### src/rtl/jbt_pkg.sv
`timescale 1ns / 1ps

package jbt_pkg;

  // One input word: a text byte or the end-of-text marker.
  typedef struct packed {
    logic       operation;
    logic [7:0] text_byte;
  } in_word_t;

  // One result word.
  typedef struct packed {
    logic       has_byte;
    logic [7:0] content_byte;
    logic       token_done;
    logic [3:0] token_kind;
    logic [2:0] error_code;
    logic       text_end;
    logic       last;
  } out_word_t;

  // Up to two results caused by one input word travel together in the queue.
  typedef struct packed {
    logic      two;
    out_word_t first;
    out_word_t second;
  } pair_t;

  typedef enum logic [2:0] {
    MODE_IDLE  = 3'd0,
    MODE_STR   = 3'd1,
    MODE_ESC   = 3'd2,
    MODE_INT   = 3'd3,
    MODE_POINT = 3'd4,
    MODE_FRAC  = 3'd5,
    MODE_KW    = 3'd6
  } mode_t;

  localparam logic OP_BYTE = 1'b0;
  localparam logic OP_END  = 1'b1;

  localparam logic [3:0] KIND_STRING   = 4'd0;
  localparam logic [3:0] KIND_DECIMAL  = 4'd1;
  localparam logic [3:0] KIND_NULL     = 4'd2;
  localparam logic [3:0] KIND_COMMA    = 4'd3;
  localparam logic [3:0] KIND_LBRACE   = 4'd4;
  localparam logic [3:0] KIND_RBRACE   = 4'd5;
  localparam logic [3:0] KIND_LBRACKET = 4'd6;
  localparam logic [3:0] KIND_RBRACKET = 4'd7;
  localparam logic [3:0] KIND_COLON    = 4'd8;
  localparam logic [3:0] KIND_INTEGER  = 4'd9;
  localparam logic [3:0] KIND_TRUE     = 4'd10;
  localparam logic [3:0] KIND_FALSE    = 4'd11;

  localparam logic [2:0] ERR_NONE    = 3'd0;
  localparam logic [2:0] ERR_ESCAPE  = 3'd1;
  localparam logic [2:0] ERR_UNTERM  = 3'd2;
  localparam logic [2:0] ERR_POINT   = 3'd3;
  localparam logic [2:0] ERR_KEYWORD = 3'd4;
  localparam logic [2:0] ERR_CHAR    = 3'd5;

  localparam logic [7:0] CH_QUOTE  = 8'h22;
  localparam logic [7:0] CH_BSLASH = 8'h5C;
  localparam logic [7:0] CH_POINT  = 8'h2E;

  // Keyword table: true, false, null (bit order of the match mask).
  localparam logic [2:0] KW_ALL = 3'b111;
  localparam logic [2:0] KW_LEN [3] = '{3'd4, 3'd5, 3'd4};
  localparam logic [3:0] KW_KIND [3] = '{KIND_TRUE, KIND_FALSE, KIND_NULL};

endpackage

### src/rtl/jbt_front.sv
`timescale 1ns / 1ps

module jbt_front import jbt_pkg::*; (
  input  logic     clk,
  input  logic     rst,
  input  logic     accept,
  input  in_word_t word,
  output logic     push,
  output pair_t    pair
);

  mode_t      mode, mode_next;
  logic [2:0] kw_len, kw_len_next;
  logic [2:0] kw_match, kw_match_next;
  logic [2:0] err, err_next;

  logic [7:0] c;
  logic       is_digit, is_alpha;

  // Decode of the byte as if the lexer were between tokens.
  mode_t      i_mode;
  logic       i_emit;
  out_word_t  i_res;
  logic [2:0] i_err;
  logic [2:0] i_match;

  logic       kw_ok;
  logic [3:0] kw_kind;

  logic [1:0] n;
  out_word_t  r0, r1;

  function automatic logic [7:0] kw_char(logic [1:0] k, logic [2:0] p);
    logic [39:0] s;
    logic [7:0]  ch;
    case (k)
      2'd0:    s = {"true", 8'h00};
      2'd1:    s = "false";
      default: s = {"null", 8'h00};
    endcase
    case (p)
      3'd0:    ch = s[39:32];
      3'd1:    ch = s[31:24];
      3'd2:    ch = s[23:16];
      3'd3:    ch = s[15:8];
      3'd4:    ch = s[7:0];
      default: ch = 8'h00;
    endcase
    return ch;
  endfunction

  function automatic logic [2:0] kw_feed(logic [2:0] m, logic [2:0] p, logic [7:0] ch);
    logic [2:0] r;
    r = m;
    for (int k = 0; k < 3; k++) begin
      if (!(p < KW_LEN[k]) || kw_char(2'(k), p) != ch) begin
        r[k] = 1'b0;
      end
    end
    return r;
  endfunction

  function automatic out_word_t mk_byte(logic [7:0] b);
    out_word_t w;
    w = '0;
    w.has_byte = 1'b1;
    w.content_byte = b;
    return w;
  endfunction

  function automatic out_word_t mk_done(logic [3:0] kind);
    out_word_t w;
    w = '0;
    w.token_done = 1'b1;
    w.token_kind = kind;
    return w;
  endfunction

  function automatic out_word_t mk_err(logic [2:0] code);
    out_word_t w;
    w = '0;
    w.error_code = code;
    return w;
  endfunction

  assign c        = word.text_byte;
  assign is_digit = c inside {[8'h30:8'h39]};
  assign is_alpha = c inside {[8'h41:8'h5A], [8'h61:8'h7A]};

  // Between-token classification of the current byte.
  always_comb begin
    i_mode  = MODE_IDLE;
    i_emit  = 1'b0;
    i_res   = '0;
    i_err   = ERR_NONE;
    i_match = kw_feed(KW_ALL, 3'd0, c);
    if (c == CH_QUOTE) begin
      i_mode = MODE_STR;
    end else if (is_digit) begin
      i_mode = MODE_INT;
      i_emit = 1'b1;
      i_res  = mk_byte(c);
    end else if (is_alpha) begin
      i_mode = MODE_KW;
    end else begin
      case (c)
        ",": begin i_emit = 1'b1; i_res = mk_done(KIND_COMMA); end
        "{": begin i_emit = 1'b1; i_res = mk_done(KIND_LBRACE); end
        "}": begin i_emit = 1'b1; i_res = mk_done(KIND_RBRACE); end
        "[": begin i_emit = 1'b1; i_res = mk_done(KIND_LBRACKET); end
        "]": begin i_emit = 1'b1; i_res = mk_done(KIND_RBRACKET); end
        ":": begin i_emit = 1'b1; i_res = mk_done(KIND_COLON); end
        8'h20, 8'h09, 8'h0A, 8'h0D: begin
        end
        default: begin
          i_emit = 1'b1;
          i_res  = mk_err(ERR_CHAR);
          i_err  = ERR_CHAR;
        end
      endcase
    end
  end

  // Does the keyword collected so far name one of the three?
  always_comb begin
    kw_ok   = 1'b0;
    kw_kind = KIND_STRING;
    for (int k = 2; k >= 0; k--) begin
      if (kw_match[k] && kw_len == KW_LEN[k]) begin
        kw_ok   = 1'b1;
        kw_kind = KW_KIND[k];
      end
    end
  end

  // Next state.
  always_comb begin
    mode_next     = mode;
    kw_len_next   = kw_len;
    kw_match_next = kw_match;
    err_next      = err;
    if (word.operation == OP_END) begin
      mode_next     = MODE_IDLE;
      kw_len_next   = 3'd0;
      kw_match_next = KW_ALL;
      err_next      = ERR_NONE;
    end else if (err == ERR_NONE) begin
      case (mode)
        MODE_STR: begin
          if (c == CH_QUOTE) begin
            mode_next = MODE_IDLE;
          end else if (c == CH_BSLASH) begin
            mode_next = MODE_ESC;
          end
        end
        MODE_ESC: begin
          mode_next = MODE_STR;
          if (!(c == CH_QUOTE || c == CH_BSLASH || c == "n" || c == "r" ||
                c == "t" || c == "b" || c == "u")) begin
            err_next = ERR_ESCAPE;
          end
        end
        MODE_POINT: begin
          if (is_digit) begin
            mode_next = MODE_FRAC;
          end else begin
            err_next = ERR_POINT;
          end
        end
        MODE_KW: begin
          if (is_alpha) begin
            kw_match_next = kw_feed(kw_match, kw_len, c);
            if (kw_len != 3'd7) begin
              kw_len_next = kw_len + 3'd1;
            end
          end else if (!kw_ok) begin
            err_next = ERR_KEYWORD;
          end else begin
            mode_next = i_mode;
            err_next  = i_err;
            if (is_alpha) begin
              kw_len_next   = 3'd1;
              kw_match_next = i_match;
            end
          end
        end
        default: begin
          // Idle, and the integer or fraction ended by a non-digit.
          if ((mode == MODE_INT || mode == MODE_FRAC) && is_digit) begin
            mode_next = mode;
          end else if (mode == MODE_INT && c == CH_POINT) begin
            mode_next = MODE_POINT;
          end else begin
            mode_next = i_mode;
            err_next  = i_err;
            if (is_alpha) begin
              kw_len_next   = 3'd1;
              kw_match_next = i_match;
            end
          end
        end
      endcase
    end
  end

  // Results of this word.
  always_comb begin
    n  = 2'd0;
    r0 = '0;
    r1 = '0;
    if (word.operation == OP_END) begin
      r0 = '0;
      r0.text_end = 1'b1;
      r0.error_code = err;
      n = 2'd1;
      if (err == ERR_NONE) begin
        case (mode)
          MODE_STR, MODE_ESC: r0.error_code = ERR_UNTERM;
          MODE_POINT:         r0.error_code = ERR_POINT;
          MODE_INT, MODE_FRAC, MODE_KW: begin
            if (mode == MODE_KW && !kw_ok) begin
              r0.error_code = ERR_KEYWORD;
            end else begin
              r1 = r0;
              r0 = mk_done(mode == MODE_INT ? KIND_INTEGER :
                           mode == MODE_FRAC ? KIND_DECIMAL : kw_kind);
              n  = 2'd2;
            end
          end
          default: begin
          end
        endcase
      end
    end else if (err == ERR_NONE) begin
      case (mode)
        MODE_STR: begin
          if (c == CH_QUOTE) begin
            n  = 2'd1;
            r0 = mk_done(KIND_STRING);
          end else if (c != CH_BSLASH) begin
            n  = 2'd1;
            r0 = mk_byte(c);
          end
        end
        MODE_ESC: begin
          n = 2'd1;
          case (c)
            CH_QUOTE, CH_BSLASH: r0 = mk_byte(c);
            "n":     r0 = mk_byte(8'h0A);
            "r":     r0 = mk_byte(8'h0D);
            "t":     r0 = mk_byte(8'h09);
            "b":     r0 = mk_byte(8'h08);
            "u": begin
              n  = 2'd2;
              r0 = mk_byte(CH_BSLASH);
              r1 = mk_byte("u");
            end
            default: r0 = mk_err(ERR_ESCAPE);
          endcase
        end
        MODE_POINT: begin
          n  = 2'd1;
          r0 = is_digit ? mk_byte(c) : mk_err(ERR_POINT);
        end
        MODE_INT, MODE_FRAC: begin
          if (is_digit || (mode == MODE_INT && c == CH_POINT)) begin
            n  = 2'd1;
            r0 = mk_byte(c);
          end else begin
            r0 = mk_done(mode == MODE_INT ? KIND_INTEGER : KIND_DECIMAL);
            r1 = i_res;
            n  = i_emit ? 2'd2 : 2'd1;
          end
        end
        MODE_KW: begin
          if (!is_alpha) begin
            if (kw_ok) begin
              r0 = mk_done(kw_kind);
              r1 = i_res;
              n  = i_emit ? 2'd2 : 2'd1;
            end else begin
              n  = 2'd1;
              r0 = mk_err(ERR_KEYWORD);
            end
          end
        end
        default: begin
          r0 = i_res;
          n  = i_emit ? 2'd1 : 2'd0;
        end
      endcase
    end
    if (n == 2'd1) begin
      r0.last = 1'b1;
    end
    if (n == 2'd2) begin
      r1.last = 1'b1;
    end
  end

  assign push        = accept && (n != 2'd0);
  assign pair.two    = (n == 2'd2);
  assign pair.first  = r0;
  assign pair.second = r1;

  always_ff @(posedge clk) begin
    if (rst) begin
      mode     <= MODE_IDLE;
      kw_len   <= 3'd0;
      kw_match <= KW_ALL;
      err      <= ERR_NONE;
    end else if (accept) begin
      mode     <= mode_next;
      kw_len   <= kw_len_next;
      kw_match <= kw_match_next;
      err      <= err_next;
    end
  end

endmodule

### src/rtl/jbt_queue.sv
`timescale 1ns / 1ps

module jbt_queue import jbt_pkg::*; #(
  parameter int DEPTH = 4
) (
  input  logic  clk,
  input  logic  rst,
  input  logic  push,
  input  pair_t push_pair,
  input  logic  pop,
  output pair_t head,
  output logic  empty,
  output logic  full
);

  localparam int PW = (DEPTH > 1) ? $clog2(DEPTH) : 1;
  localparam int CW = $clog2(DEPTH + 1);
  localparam logic [PW-1:0] LAST_SLOT = PW'(DEPTH - 1);
  localparam logic [CW-1:0] FULL_COUNT = CW'(DEPTH);

  pair_t         slots [DEPTH];
  logic [PW-1:0] wr_ptr, rd_ptr;
  logic [CW-1:0] count;
  logic          do_push, do_pop;

  assign empty   = (count == '0);
  assign full    = (count == FULL_COUNT);
  assign head    = slots[rd_ptr];
  assign do_push = push && !full;
  assign do_pop  = pop && !empty;

  always_ff @(posedge clk) begin
    if (do_push) begin
      slots[wr_ptr] <= push_pair;
    end
  end

  always_ff @(posedge clk) begin
    if (rst) begin
      wr_ptr <= '0;
      rd_ptr <= '0;
      count  <= '0;
    end else begin
      if (do_push) begin
        wr_ptr <= (wr_ptr == LAST_SLOT) ? '0 : wr_ptr + 1'b1;
      end
      if (do_pop) begin
        rd_ptr <= (rd_ptr == LAST_SLOT) ? '0 : rd_ptr + 1'b1;
      end
      if (do_push && !do_pop) begin
        count <= count + 1'b1;
      end else if (do_pop && !do_push) begin
        count <= count - 1'b1;
      end
    end
  end

endmodule

### src/rtl/jbt_back.sv
`timescale 1ns / 1ps

module jbt_back import jbt_pkg::*; (
  input  logic      clk,
  input  logic      rst,
  input  pair_t     head,
  input  logic      empty,
  output logic      pop,
  output logic      valid,
  input  logic      stall,
  output out_word_t word
);

  logic second;
  logic load;

  // The output register may be refilled when it is empty or being taken.
  assign load = !valid || !stall;
  assign pop  = load && !empty && (second || !head.two);

  always_ff @(posedge clk) begin
    if (rst) begin
      valid  <= 1'b0;
      second <= 1'b0;
    end else if (load) begin
      valid <= !empty;
      if (!empty) begin
        second <= head.two && !second;
      end
    end
  end

  always_ff @(posedge clk) begin
    if (load && !empty) begin
      word <= second ? head.second : head.first;
    end
  end

endmodule

### src/rtl/json_byte_tokenizer.sv
`timescale 1ns / 1ps
// A result word is queued when its byte is accepted, then loaded into the output register.
// Throughput: one input word per cycle; each input word gives zero, one or two result
// words, and the output register sends one result word per cycle unless stalled. The
// queue between lexer and output absorbs bursts; input stalls only when it is full.
// Reset (rst, synchronous) returns the lexer to idle with no error and empties the queue.

module json_byte_tokenizer import jbt_pkg::*; #(
  parameter int QUEUE_DEPTH = 4
) (
  input  logic      clk,
  input  logic      rst,
  input  logic      byte_valid,
  output logic      byte_stall,
  input  in_word_t  byte_word,
  output logic      result_valid,
  input  logic      result_stall,
  output out_word_t result_word
);

  logic  accept;
  logic  push;
  pair_t push_pair;
  pair_t head;
  logic  empty, full, pop;

  // The front end takes a word whenever the queue has a free slot. Words that
  // give no result (whitespace, opening string quotes, bytes after an error) at
  // most move the lexer state and occupy no slot.
  assign byte_stall = full;
  assign accept     = byte_valid && !byte_stall;

  // Lexer: the mode, keyword progress and sticky error live here, and each word
  // is turned into its pair of results in the same cycle.
  jbt_front u_front (
    .clk    (clk),
    .rst    (rst),
    .accept (accept),
    .word   (byte_word),
    .push   (push),
    .pair   (push_pair)
  );

  // Short queue of result pairs, so the lexer keeps running while the
  // consumer stalls.
  jbt_queue #(
    .DEPTH (QUEUE_DEPTH)
  ) u_queue (
    .clk       (clk),
    .rst       (rst),
    .push      (push),
    .push_pair (push_pair),
    .pop       (pop),
    .head      (head),
    .empty     (empty),
    .full      (full)
  );

  // Output stage: splits each pair into single result words in order and
  // holds the current word in a register while the consumer stalls.
  jbt_back u_back (
    .clk   (clk),
    .rst   (rst),
    .head  (head),
    .empty (empty),
    .pop   (pop),
    .valid (result_valid),
    .stall (result_stall),
    .word  (result_word)
  );

endmodule

### config.mk
export PLATFORM = sky130hd
export DESIGN_NAME = json_byte_tokenizer
export DESIGN_NICKNAME = d
export VERILOG_FILES = /design/src/rtl/jbt_pkg.sv /design/src/rtl/jbt_front.sv /design/src/rtl/jbt_queue.sv /design/src/rtl/jbt_back.sv /design/src/rtl/json_byte_tokenizer.sv
export SDC_FILE = /design/constraint.sdc
export NUM_CORES = 1
export LEC_CHECK = 0
export BUFFER_PORTS_ARGS = -buffer_cell sky130_fd_sc_hd__buf_2
export CORE_MARGIN = 10
export CORE_UTILIZATION = 62
export CTS_BUF_LIST = sky130_fd_sc_hd__clkbuf_16
export CTS_CLUSTER_SIZE = 25
export DETAILED_ROUTE_END_ITERATION = 12
export GPL_TIMING_DRIVEN = 0
export PLACE_DENSITY = 0.91
export RECOVER_POWER = 50
export REMOVE_ABC_BUFFERS = 1
export SLEW_MARGIN = 20
export SYNTH_ARGS = -nofsm -noshare
export SYNTH_HDL_FRONTEND = slang
export SYNTH_SLANG_ARGS = --single-unit
### constraint.sdc
create_clock -name clk -period 5.8 [get_ports clk]
set_clock_uncertainty 0.15 [all_clocks]
set_input_delay 1.16 -clock clk [delete_from_list [all_inputs] [get_ports clk]]
set_output_delay 1.16 -clock clk [all_outputs]
set_load 0.05 [all_outputs]
# --- Word-level counts from Yosys, hierarchy flattened ---
# Memories as Yosys holds them, arrays and structs flattened. A register that Yosys moved wholly into a read port is not among the register bits.
# Cells that the tools add are included.
word_totals:
  memories: 1
  ramBits: 156
  output_inout_bits: 21
  reg_bits: 40
  elab_cells: 288
memory_table:
  columns: ["memory", "depth", "word_bits", "read_ports", "rd_ports_with_merged_regs", "wr", "line_no", "source"]
  rows:
  - ["u_queue.slots", 4, 39, 1, 1, 1, "jbt_queue.sv:21", "pair_t slots [DEPTH];"]
classes:
  muxes: 131
  n_eq_ne: 59
  order_cmp: 8
  n_addsub: 5
  bitwise_logic: 1
  n_reduce_logical: 65
ops:
  columns: ["operator", "count"]
  rows:
  - ["two-way mux 19 bit", 20]
  - ["two-way mux 3 bit", 40]
  - ["one-hot mux 19 bit (6 select lines)", 1]
  - ["two-way mux 8 bit", 12]
  - ["one-hot mux 19 bit (5 select lines)", 1]
  - ["equality test 8 x 7 -> 1 bit, second input constant", 10]
  - ["one-hot mux 10 bit (7 select lines)", 1]
  - ["one-hot mux 19 bit (3 select lines)", 1]
  - ["equality test 8 x 6 -> 1 bit, second input constant", 5]
  - ["two-way mux 2 bit", 18]
  - ["one-hot mux 7 bit (5 select lines)", 1]
  - ["AND reduction 7 bit", 5]
  - ["one-hot mux 7 bit (4 select lines)", 1]
  - ["equality test 8 x 4 -> 1 bit, second input constant", 3]
  - ["!= test 7 x 8 -> 1 bit, first input constant", 3]
  - ["!= test 8 bit", 3]
  - ["one-hot mux 3 bit (4 select lines)", 2]
  - ["one-hot mux 7 bit (3 select lines)", 1]
  - ["two-way mux 4 bit", 5]
  - ["two-way mux 1 bit", 19]
  - ["equality test 3 bit, second input constant", 6]
  - ["logical AND 1 bit", 18]
  - ["!= test 3 x 2 -> 1 bit, second input constant", 6]
  - ["!= test 3 bit, second input constant", 6]
  - ["other kinds (34)", 81]

# --- Logic depth before layout (Yosys ltp) ---
# Gate-level depths: netlist of run 1.
logic_depth:
  ltp_word: 19
  ltp_mapped: 14
  mapped_depth_nobuf: 13

# --- Hierarchy ---
# A second synthesis of run 1 with hierarchy kept.
unflattened:
  hier_cells: 712
  hier_area_um2: 9718.1
modules_own_cells:
  columns: ["mod", "seq_area_each_um2", "area_each_um2", "n_inst", "cells_per_inst"]
  rows:
  - ["jbt_queue", 4864.7, 6120.9, 1, 253]
  - ["jbt_front", 240.2, 2693.8, 1, 408]
  - ["jbt_back", 610.6, 889.6, 1, 50]
  - ["json_byte_tokenizer", 0.0, 13.8, 1, 1]

# --- Least setup slack after synthesis of run 1 ---
# Ideal clock, no wire load.
synth_path:
  path_kind: "input -> register"
  startpoint: "input byte_word[6] (netlist bit)"
  endpoint: "memory u_queue.slots[0][0] (netlist bit), enable pin"
  path_stages: 8
  setup_time_ns: 0.399
  t_arrival_ns: 3.935
  path_slack_ns: 1.316
  path_cell_list: "buf_6 or4b_4 nor4_4 nor3_1 or3_1 a21oi_2 o21a_2 and2_1"
synth_via:
  elab_chain_len: 17
  elab_cells_between_ends: 41
  classes_between: "order compare (6); eq/ne (8); mux (17); reduce/logical (10)"
synth_lines:
  columns: ["item", "line_no", "source"]
  rows:
  - ["start: declaration", "json_byte_tokenizer.sv:15", "input in_word_t byte_word,"]
  - [">= comparator 8 x 7 -> 1 bit (tied with other cells)", "jbt_front.sv:88", "assign is_alpha = c inside {[8'h41:8'h5A], [8'h61:8'h7A]};"]
  - ["logical AND 1 bit or OR reduction 4 bit (tied branches)", null, null]
  - ["nonzero test 2 bit or two-way mux 1 bit (tied branches)", "jbt_front.sv:88, jbt_front.sv:106", null]
  - ["two-way mux 1 bit", "jbt_front.sv:103", "end else if (is_alpha) begin"]
  - ["two-way mux 1 bit", "jbt_front.sv:99", "end else if (is_digit) begin"]
  - ["two-way mux 1 bit", "jbt_front.sv:97", "if (c == CH_QUOTE) begin"]
  - ["two-way mux 2 bit", "jbt_front.sv:272, jbt_front.sv:280", null]
  - ["two-way mux 2 bit", "jbt_front.sv:277", "if (kw_ok) begin"]
  - ["(+2 left out)", null, null]
  - ["two-way mux 2 bit *", "jbt_front.sv:234", "end else if (err == ERR_NONE) begin"]
  - ["two-way mux 2 bit *", "jbt_front.sv:211", "if (word.operation == OP_END) begin"]
  - ["nonzero test 2 bit *", "jbt_front.sv:301", "assign push = accept && (n != 2'd0);"]
  - ["logical AND 1 bit *", "jbt_front.sv:301", null]
  - ["logical AND 1 bit *", "jbt_queue.sv:29", "assign do_push = push && !full;"]
  - ["net u_queue.do_push", "jbt_queue.sv:24", "logic do_push, do_pop;"]
  - ["two-way mux 1 bit *", "jbt_queue.sv:33", "if (do_push) begin"]
  - ["two-way mux 1 bit (implied by the code) *", "jbt_queue.sv:34", "slots[wr_ptr] <= push_pair;"]
  - ["end: declaration", "jbt_queue.sv:21", null]
# The timed path passes the listed nets; every way through them passes the cells marked *.

# --- Worst setup path in the final report of run 1 ---
layout_path:
  startpoint: "input byte_word[3] (netlist bit)"
  endpoint: "register u_queue.count[2]"
layout_via:
  elab_chain_len: 18
  elab_cells_between_ends: 44
  classes_between: "order compare (6); eq/ne (8); mux (16); reduce/logical (14)"
layout_lines:
  columns: ["item", "line_no", "source"]
  rows:
  - [">= comparator 8 x 7 -> 1 bit (tied with other cells)", "jbt_front.sv:88", null]
  - ["logical AND 1 bit or OR reduction 4 bit (tied branches)", null, null]
  - ["nonzero test 2 bit or two-way mux 1 bit (tied branches)", "jbt_front.sv:88, jbt_front.sv:106", null]
  - ["two-way mux 1 bit", "jbt_front.sv:103", null]
  - ["two-way mux 1 bit", "jbt_front.sv:99", null]
  - ["two-way mux 1 bit", "jbt_front.sv:97", null]
  - ["two-way mux 2 bit", "jbt_front.sv:272, jbt_front.sv:280", null]
  - ["two-way mux 2 bit", "jbt_front.sv:277", null]
  - ["(+3 left out)", null, null]
  - ["two-way mux 2 bit *", "jbt_front.sv:211", null]
  - ["nonzero test 2 bit *", "jbt_front.sv:301", null]
  - ["logical AND 1 bit *", "jbt_front.sv:301", null]
  - ["logical AND 1 bit *", "jbt_queue.sv:29", null]
  - ["net u_queue.do_push", "jbt_queue.sv:24", null]
  - ["logical NOT 1 bit", "jbt_queue.sv:52", "end else if (do_pop && !do_push) begin"]
  - ["logical AND 1 bit", "jbt_queue.sv:52", null]
  - ["nonzero test 2 bit (no source line)", null, null]
  - ["end signal: assignment", "jbt_queue.sv:51", "count <= count + 1'b1;"]
  - ["end signal: assignment", "jbt_queue.sv:53", "count <= count - 1'b1;"]
  - ["end: declaration", "jbt_queue.sv:23", "logic [CW-1:0] count;"]
# Marked as above.
# A chain may end at the register's enable or synchronous reset.

==> results of run 1 <==
final timing paths:
| kind | start | to | slack, ps | cells after the start |
|---|---|---|---|---|
| max reg2reg | u_front.mode[1]$_SDFFE_PP0P_ | u_queue.count[2]$_SDFFE_PP0P_ | 920 | 12 |
| max | byte_word[3] | u_queue.count[2]$_SDFFE_PP0P_ | 800 | 13 |
| min reg2reg | u_front.err[0]$_SDFFE_PP0P_ | u_front.err[0]$_SDFFE_PP0P_ | 340 | 2 |
| min | u_front.err[0]$_SDFFE_PP0P_ | u_front.err[0]$_SDFFE_PP0P_ | 340 | 2 |
final cells by class:
class / instances / area (um^2) / area share, %
multi-input combinational: 465 / 3360 / 33.4
timing repair buffer: 39 / 262 / 2.59
inverter: 21 / 78.8 / 0.782
clock buffer: 17 / 425 / 4.22
tap: 184 / 230 / 2.28
clock inverter: 15 / 118 / 1.17
sequential: 194 / 5600 / 55.6
routing by layer:
metal	GRT usage [%]	up-vias
met5	0	-
met4	10.0	0
met3	5.04	90
met2	35.2	451
met1	28.3	3078
li1	-	2763
placed cells by master, fill, tap and decap left out, types with 4 or more instances in the layout:
cell and n:
o211ai_1 5, dfxtp_1 21, clkbuf_16 17, buf_2 8, edfxtp_1 171, o21a_1 6, xnor2_1 7, buf_12 5
conb_1 8, a21oi_1 36, o21ai_0 37, nor2_1 47, nand3b_1 4, nor2b_1 8, a211oi_1 6, clkinv_1 4
nand4_1 4, nor4_1 7, xor2_1 7, or3_1 6, nand2b_1 5, nand3_1 20, mux4_2 38, and2_2 4
nor3_1 17, a31oi_1 4, or2_2 7, ha_1 12, o22ai_1 4, clkbuf_1 25, o41ai_1 4, nand2_1 94
inv_1 22
power by group:
group          total, mW  internal [mW]  leakage, nW  switching, mW
sequential          1.87           1.76         1.84          0.114
clock               1.09          0.588        0.268          0.504
combinational       1.19          0.416         1.38          0.778
total               4.16           2.76         3.49           1.40
kinds of logic after synthesis:
logic type,count (synthesis),synth area share (%)
buf+inv,62,3.04
simple gates,247,13.2
flops,194,60.8
other cells,1,0.0407
compound gates,141,10.1
xor+xnor,14,1.33
fa+ha+maj,13,1.85
mux,42,9.74
per-stage QoR:
stage	hold WS, ps	total power [mW]	util, %	instance area [um^2]
2_1_floorplan	301	2.77	-	9030
4_1_cts	336	4.20	69.5	10100
3_3_place_gp	305	3.02	64.9	9430
3_5_place_dp	326	3.11	65.8	9560
6_report	341	4.16	69.3	10100
5_1_grt	346	4.32	69.3	10100
worst min-delay path: stages (launching register included):
cell     delay, ps
dfxtp_1        330
nand3_1         70
o31ai_1         60
flip-flops by register name, summed over array words and instances, names as in the netlist, 2 cells and up, named ones only:
| register | cells |
|---|---|
| u_queue.rd_ptr | 2 |
| u_front.kw_match | 3 |
| u_front.err | 3 |
| u_queue.slots | 152 |
| u_queue.wr_ptr | 2 |
| u_back.word | 19 |
| u_front.mode | 3 |
| u_front.kw_len | 3 |
| u_queue.count | 3 |
==> impl_metrics.json, run 1 <==
{
  "synth_largest_area_cell": "edfxtp_1",
  "syn_area_per_cell_um2": 12.9,
  "port_buffers": 33,
  "grtUsageTotal_pct": 22.1,
  "htreeDepth": 4,
  "clk_pin_slew_ps": 70,
  "cts_resized": 0,
  "finalHoldViolations": 0,
  "synth.top_cell.area_share_pct": 55.8,
  "critPathMaxFanout": 17,
  "highest_layer": "met4",
  "pre_cts_ws_ps": 595,
  "crit_path_max_incr_delay_ps": 630,
  "synthToLayoutAreaGrowth_pct": 9.46,
  "setup_violations": 0,
  "fmax_ghz": 0.200,
  "timing.final.crit_share_pct": 86.3,
  "crit_type": "input port to register",
  "cts_hold_buf": 0,
  "syn_area_mm2": 0.00921,
  "drt_wl_total_um": 22000,
  "worstHoldPathType": "register to register",
  "nets": 764,
  "syn_inst": 714,
  "start_util_pct": 63.3,
  "fillers": 981,
  "finalWorstPathRequiredPeriod_ps": 5000,
  "peakVddDrop_v": 0.000213,
  "p_leak_nw": 3.49,
  "rows": 44,
  "cp-start-kind": "input port",
  "grt_pass1_vias": 6305,
  "grt_pass1_wl_um": 34800,
  "critical_path.top_delay_family": "compound AO/OA/AOI/OAI gates",
  "layout_setup_ws_ps": 795,
  "post-route-drc-count": 0,
  "path_buf_inv": 2,
  "die_width_um": 142,
  "synth_ff_type": "edfxtp_1",
  "slew_violations": 0,
  "seq_area_frac_synth_pct": 60.8,
  "dpl.hpwl_um": 14400,
  "status": "finished clean",
  "die_h_um": 142,
  "place_congestion": 0.993,
  "met1_length_um": 8440,
  "fin_cells": 935,
  "antenna_found_initial": 0,
  "wl_per_cell_um": 23.5,
  "ys_top_cells_by_area": "edfxtp_1 (56%), mux4_2 (9.3%), dfxtp_1 (5.0%), nand2_1 (3.8%), o21ai_0 (2.0%)",
  "ant_nets": 0,
  "avgViaCountPerCell": 6.83,
  "synth_edf_count": 171,
  "overflow": 0,
  "yosys_warnings": 0,
  "crit_chain": "clkbuf_1 -> nand2_1 -> o221ai_2 -> nand2_1 -> a32o_1 -> a21oi_1 -> o21a_1 -> ha_1 -> inv_1 -> fa_1 -> xor2_1 -> or3_1 -> a21oi_1",
  "crit_path_end_kind": "register",
  "yosys.cell_count.top_type": "edfxtp_1",
  "firstDrtPassIters": 6,
  "crit_required_ps": 6000,
  "fin_tns_setup_ps": 0,
  "post_route_cells_drive_above_1_share_pct": 14.4,
  "cts_tree": "yes",
  "route.met3.wl_um": 2050,
  "antenna_cells": 0,
  "fp.coreArea_mm2": 0.0145,
  "tightest_slew_ps": 1090,
  "critPathSlowestCell": "o221ai_2",
  "die_area_mm2": 0.0201,
  "slew_headroom_pct": 27.3,
  "grt_max_degree": 36,
  "numCtsBuffers": 17,
  "cts-root-buf": "clkbuf_16",
  "yosysUniqueCellTypes": 77,
  "cp.arrival_ps": 5200,
  "cellPowerDensity_mw_per_mm2": 412,
  "vias": 6382,
  "synthArstFlopShare_pct": 0,
  "route.met2.wl_um": 10600,
  "synth_seq_cells": 194,
  "drt_iter0_drc": 1187,
  "cts_setup_buffers": 0,
  "cts.path.max_buffers": 2,
  "place_inst": 903,
  "ios": 34,
  "rsz0062_at_grt": "false",
  "clkLatencyLatePin_ps": 430,
  "clock_sinks": 194,
  "maxCapViolCount": 0,
  "ys_top_cells_by_count": "edfxtp_1 (171), nand2_1 (94), nor2_1 (47)"
}
No activity file was read; power rests on OpenSTA's default activity.
==> inputs of run 2 (changes only) <==
--- a/config.mk
+++ b/config.mk
@@ -5,12 +5,12 @@
 export SDC_FILE = /design/constraint.sdc
 export NUM_CORES = 1
 export LEC_CHECK = 0
-export BUFFER_PORTS_ARGS = -buffer_cell sky130_fd_sc_hd__buf_2
 export CORE_MARGIN = 10
-export CORE_UTILIZATION = 62
+export CORE_UTILIZATION = 64
 export CTS_BUF_LIST = sky130_fd_sc_hd__clkbuf_16
 export CTS_CLUSTER_SIZE = 25
 export DETAILED_ROUTE_END_ITERATION = 12
+export DONT_BUFFER_PORTS = 1
 export GPL_TIMING_DRIVEN = 0
 export PLACE_DENSITY = 0.91
 export RECOVER_POWER = 50
==> run 2 against run 1 <==
Net effect:
- clock power up 13%
- setup slack improved by 71 ps
- maximum frequency is 1.4% higher
- via count decreased by 1.4%
- register-to-register slack barely moved
- largest power group unchanged
==> impl_metrics.json, run 2 (same netlist as run 1, synthesis figures left out) <==
{
  "setup_violations": 0,
  "fin_tns_setup_ps": 0,
  "crit_path_end_kind": "register",
  "fin_util_pct": 71.6,
  "firstDrtPassIters": 7,
  "regArea_mm2": 0.00560,
  "rows": 43,
  "post-route-drc-count": 0,
  "slew_violations": 0,
  "crit_type": "input port to register",
  "clock_sinks": 194,
  "die_area_mm2": 0.0196,
  "grt_pass1_vias": 6261,
  "slew_headroom_pct": 20.0,
  "tightest_slew_ps": 1190,
  "layout_setup_ws_ps": 866,
  "ios": 34,
  "grt_pass1_wl_um": 35200,
  "power.total_mw": 4.24,
  "numCtsBuffers": 17,
  "cts.path.max_buffers": 2,
  "grtUsageTotal_pct": 22.7,
  "finalHoldViolations": 0,
  "port_buffers": 0,
  "peakVddDrop_v": 0.000260,
  "final_cell_mix": "edfxtp_1 (171), nand2_1 (94), nor2_1 (47)",
  "maxCapViolCount": 0,
  "cp-start-kind": "input port",
  "ant_nets": 0,
  "clkLatencyLatePin_ps": 430,
  "timing.final.crit_share_pct": 85.1,
  "htreeDepth": 4,
  "crit_required_ps": 6020,
  "vias": 6290,
  "p_leak_nw": 3.48,
  "synthToLayoutAreaGrowth_pct": 8.78,
  "fillers": 892,
  "critPathMaxFanout": 9,
  "worstHoldPathType": "register to register",
  "avgViaCountPerCell": 6.99,
  "fin_cells": 900,
  "cts_hold_buf": 0,
  "nets": 733,
  "cts_resized": 0,
  "drt_wl_total_um": 22200,
  "antenna_found_initial": 0,
  "finalWorstPathRequiredPeriod_ps": 4930,
  "largest_reg_flops": 152,
  "place_congestion": 0.938,
  "cp.arrival_ps": 5150,
  "drt_iter0_drc": 848,
  "multi_input_area_mm2": 0.00335,
  "dpl.hpwl_um": 14400,
  "post_route_cells_drive_above_1_share_pct": 13.8,
  "die_h_um": 140,
  "cts_tree": "yes",
  "pre_cts_ws_ps": 909,
  "wl_per_cell_um": 24.6,
  "top_register": "u_queue.slots",
  "grt_max_degree": 36,
  "fmax_ghz": 0.203,
  "cts-root-buf": "clkbuf_16",
  "cts_setup_buffers": 0,
  "fp.coreArea_mm2": 0.0140,
  "status": "finished clean",
  "die_width_um": 140,
  "place_inst": 868,
  "final_common_cell": "edfxtp_1",
  "rsz0062_at_grt": "false",
  "antenna_cells": 0,
  "cellPowerDensity_mw_per_mm2": 423,
  "start_util_pct": 65.8,
  "reg_top3": "u_queue.slots (152), u_back.word (19)",
  "overflow": 0,
  "clk_pin_slew_ps": 70
}
[run 2: cell count changes in the layout (fill, tap and decap cells not counted), moves of 2 or more]
cell | before | now
buf_12 | 5 | 3
buf_16 | 1 | 3
buf_2 | 8 | 0
bufinv_16 | 1 | 4
clkbuf_1 | 25 | 1
clkinvlp_4 | 3 | 0
[run 2: final timing paths]
| check | start | to | slack [ps] | depth (start not counted) |
|---|---|---|---|---|
| worst max-delay path | byte_word[7] | u_queue.count[2]$_SDFFE_PP0P_ | 870 | 12 |
| worst min-delay path | u_front.kw_match[2]$_SDFFE_PP1P_ | u_front.kw_match[2]$_SDFFE_PP1P_ | 340 | 2 |
| worst max register to register | u_front.mode[0]$_SDFFE_PP0P_ | u_queue.count[2]$_SDFFE_PP0P_ | 910 | 12 |
| worst min register to register | u_front.kw_match[2]$_SDFFE_PP1P_ | u_front.kw_match[2]$_SDFFE_PP1P_ | 340 | 2 |
[run 2: metal layers]
layer / global-route usage [%] / wire (um) / vias to the layer above
met1: 28.7 / 8310 / 3083
met2: 35.9 / 10800 / 419
met4: 9.95 / 853 / 0
met5: 0 / 0 / -
met3: 6.46 / 2200 / 80
li1: - / - / 2708
[run 2: cell type report]
| cell class | instances | area share (%) |
|---|---|---|
| sequential | 194 | 55.9 |
| multi-input combinational | 465 | 33.4 |
| clock buffer | 17 | 4.25 |
| tap | 180 | 2.25 |
| clock inverter | 15 | 1.87 |
| timing repair buffer | 8 | 1.50 |
| inverter | 21 | 0.787 |
[run 2: power by group]
group | switching [mW] | internal (mW) | leakage, nW
combinational | 0.478 | 0.390 | 1.32
clock | 0.509 | 0.720 | 0.311
sequential | 0.381 | 1.76 | 1.84
total | 1.37 | 2.87 | 3.48
[run 2: per-stage QoR]
stage                     hold slack [ps]  area (um^2)
after floorplan                       301         9030
after global placement                312         9260
after detailed placement              334         9430
after CTS                             343        10000
after global routing                  371        10000
final                                 345        10000
[run 2: critical path: stages]
cell	delay (ps)
or4b_4	580
nor4_1	750
nor3_1	180
or3_1	400
a21oi_1	370
o21a_1	310
ha_1	250
inv_1	90
fa_1	430
xor2_1	170
or3_1	320
a21oi_1	140
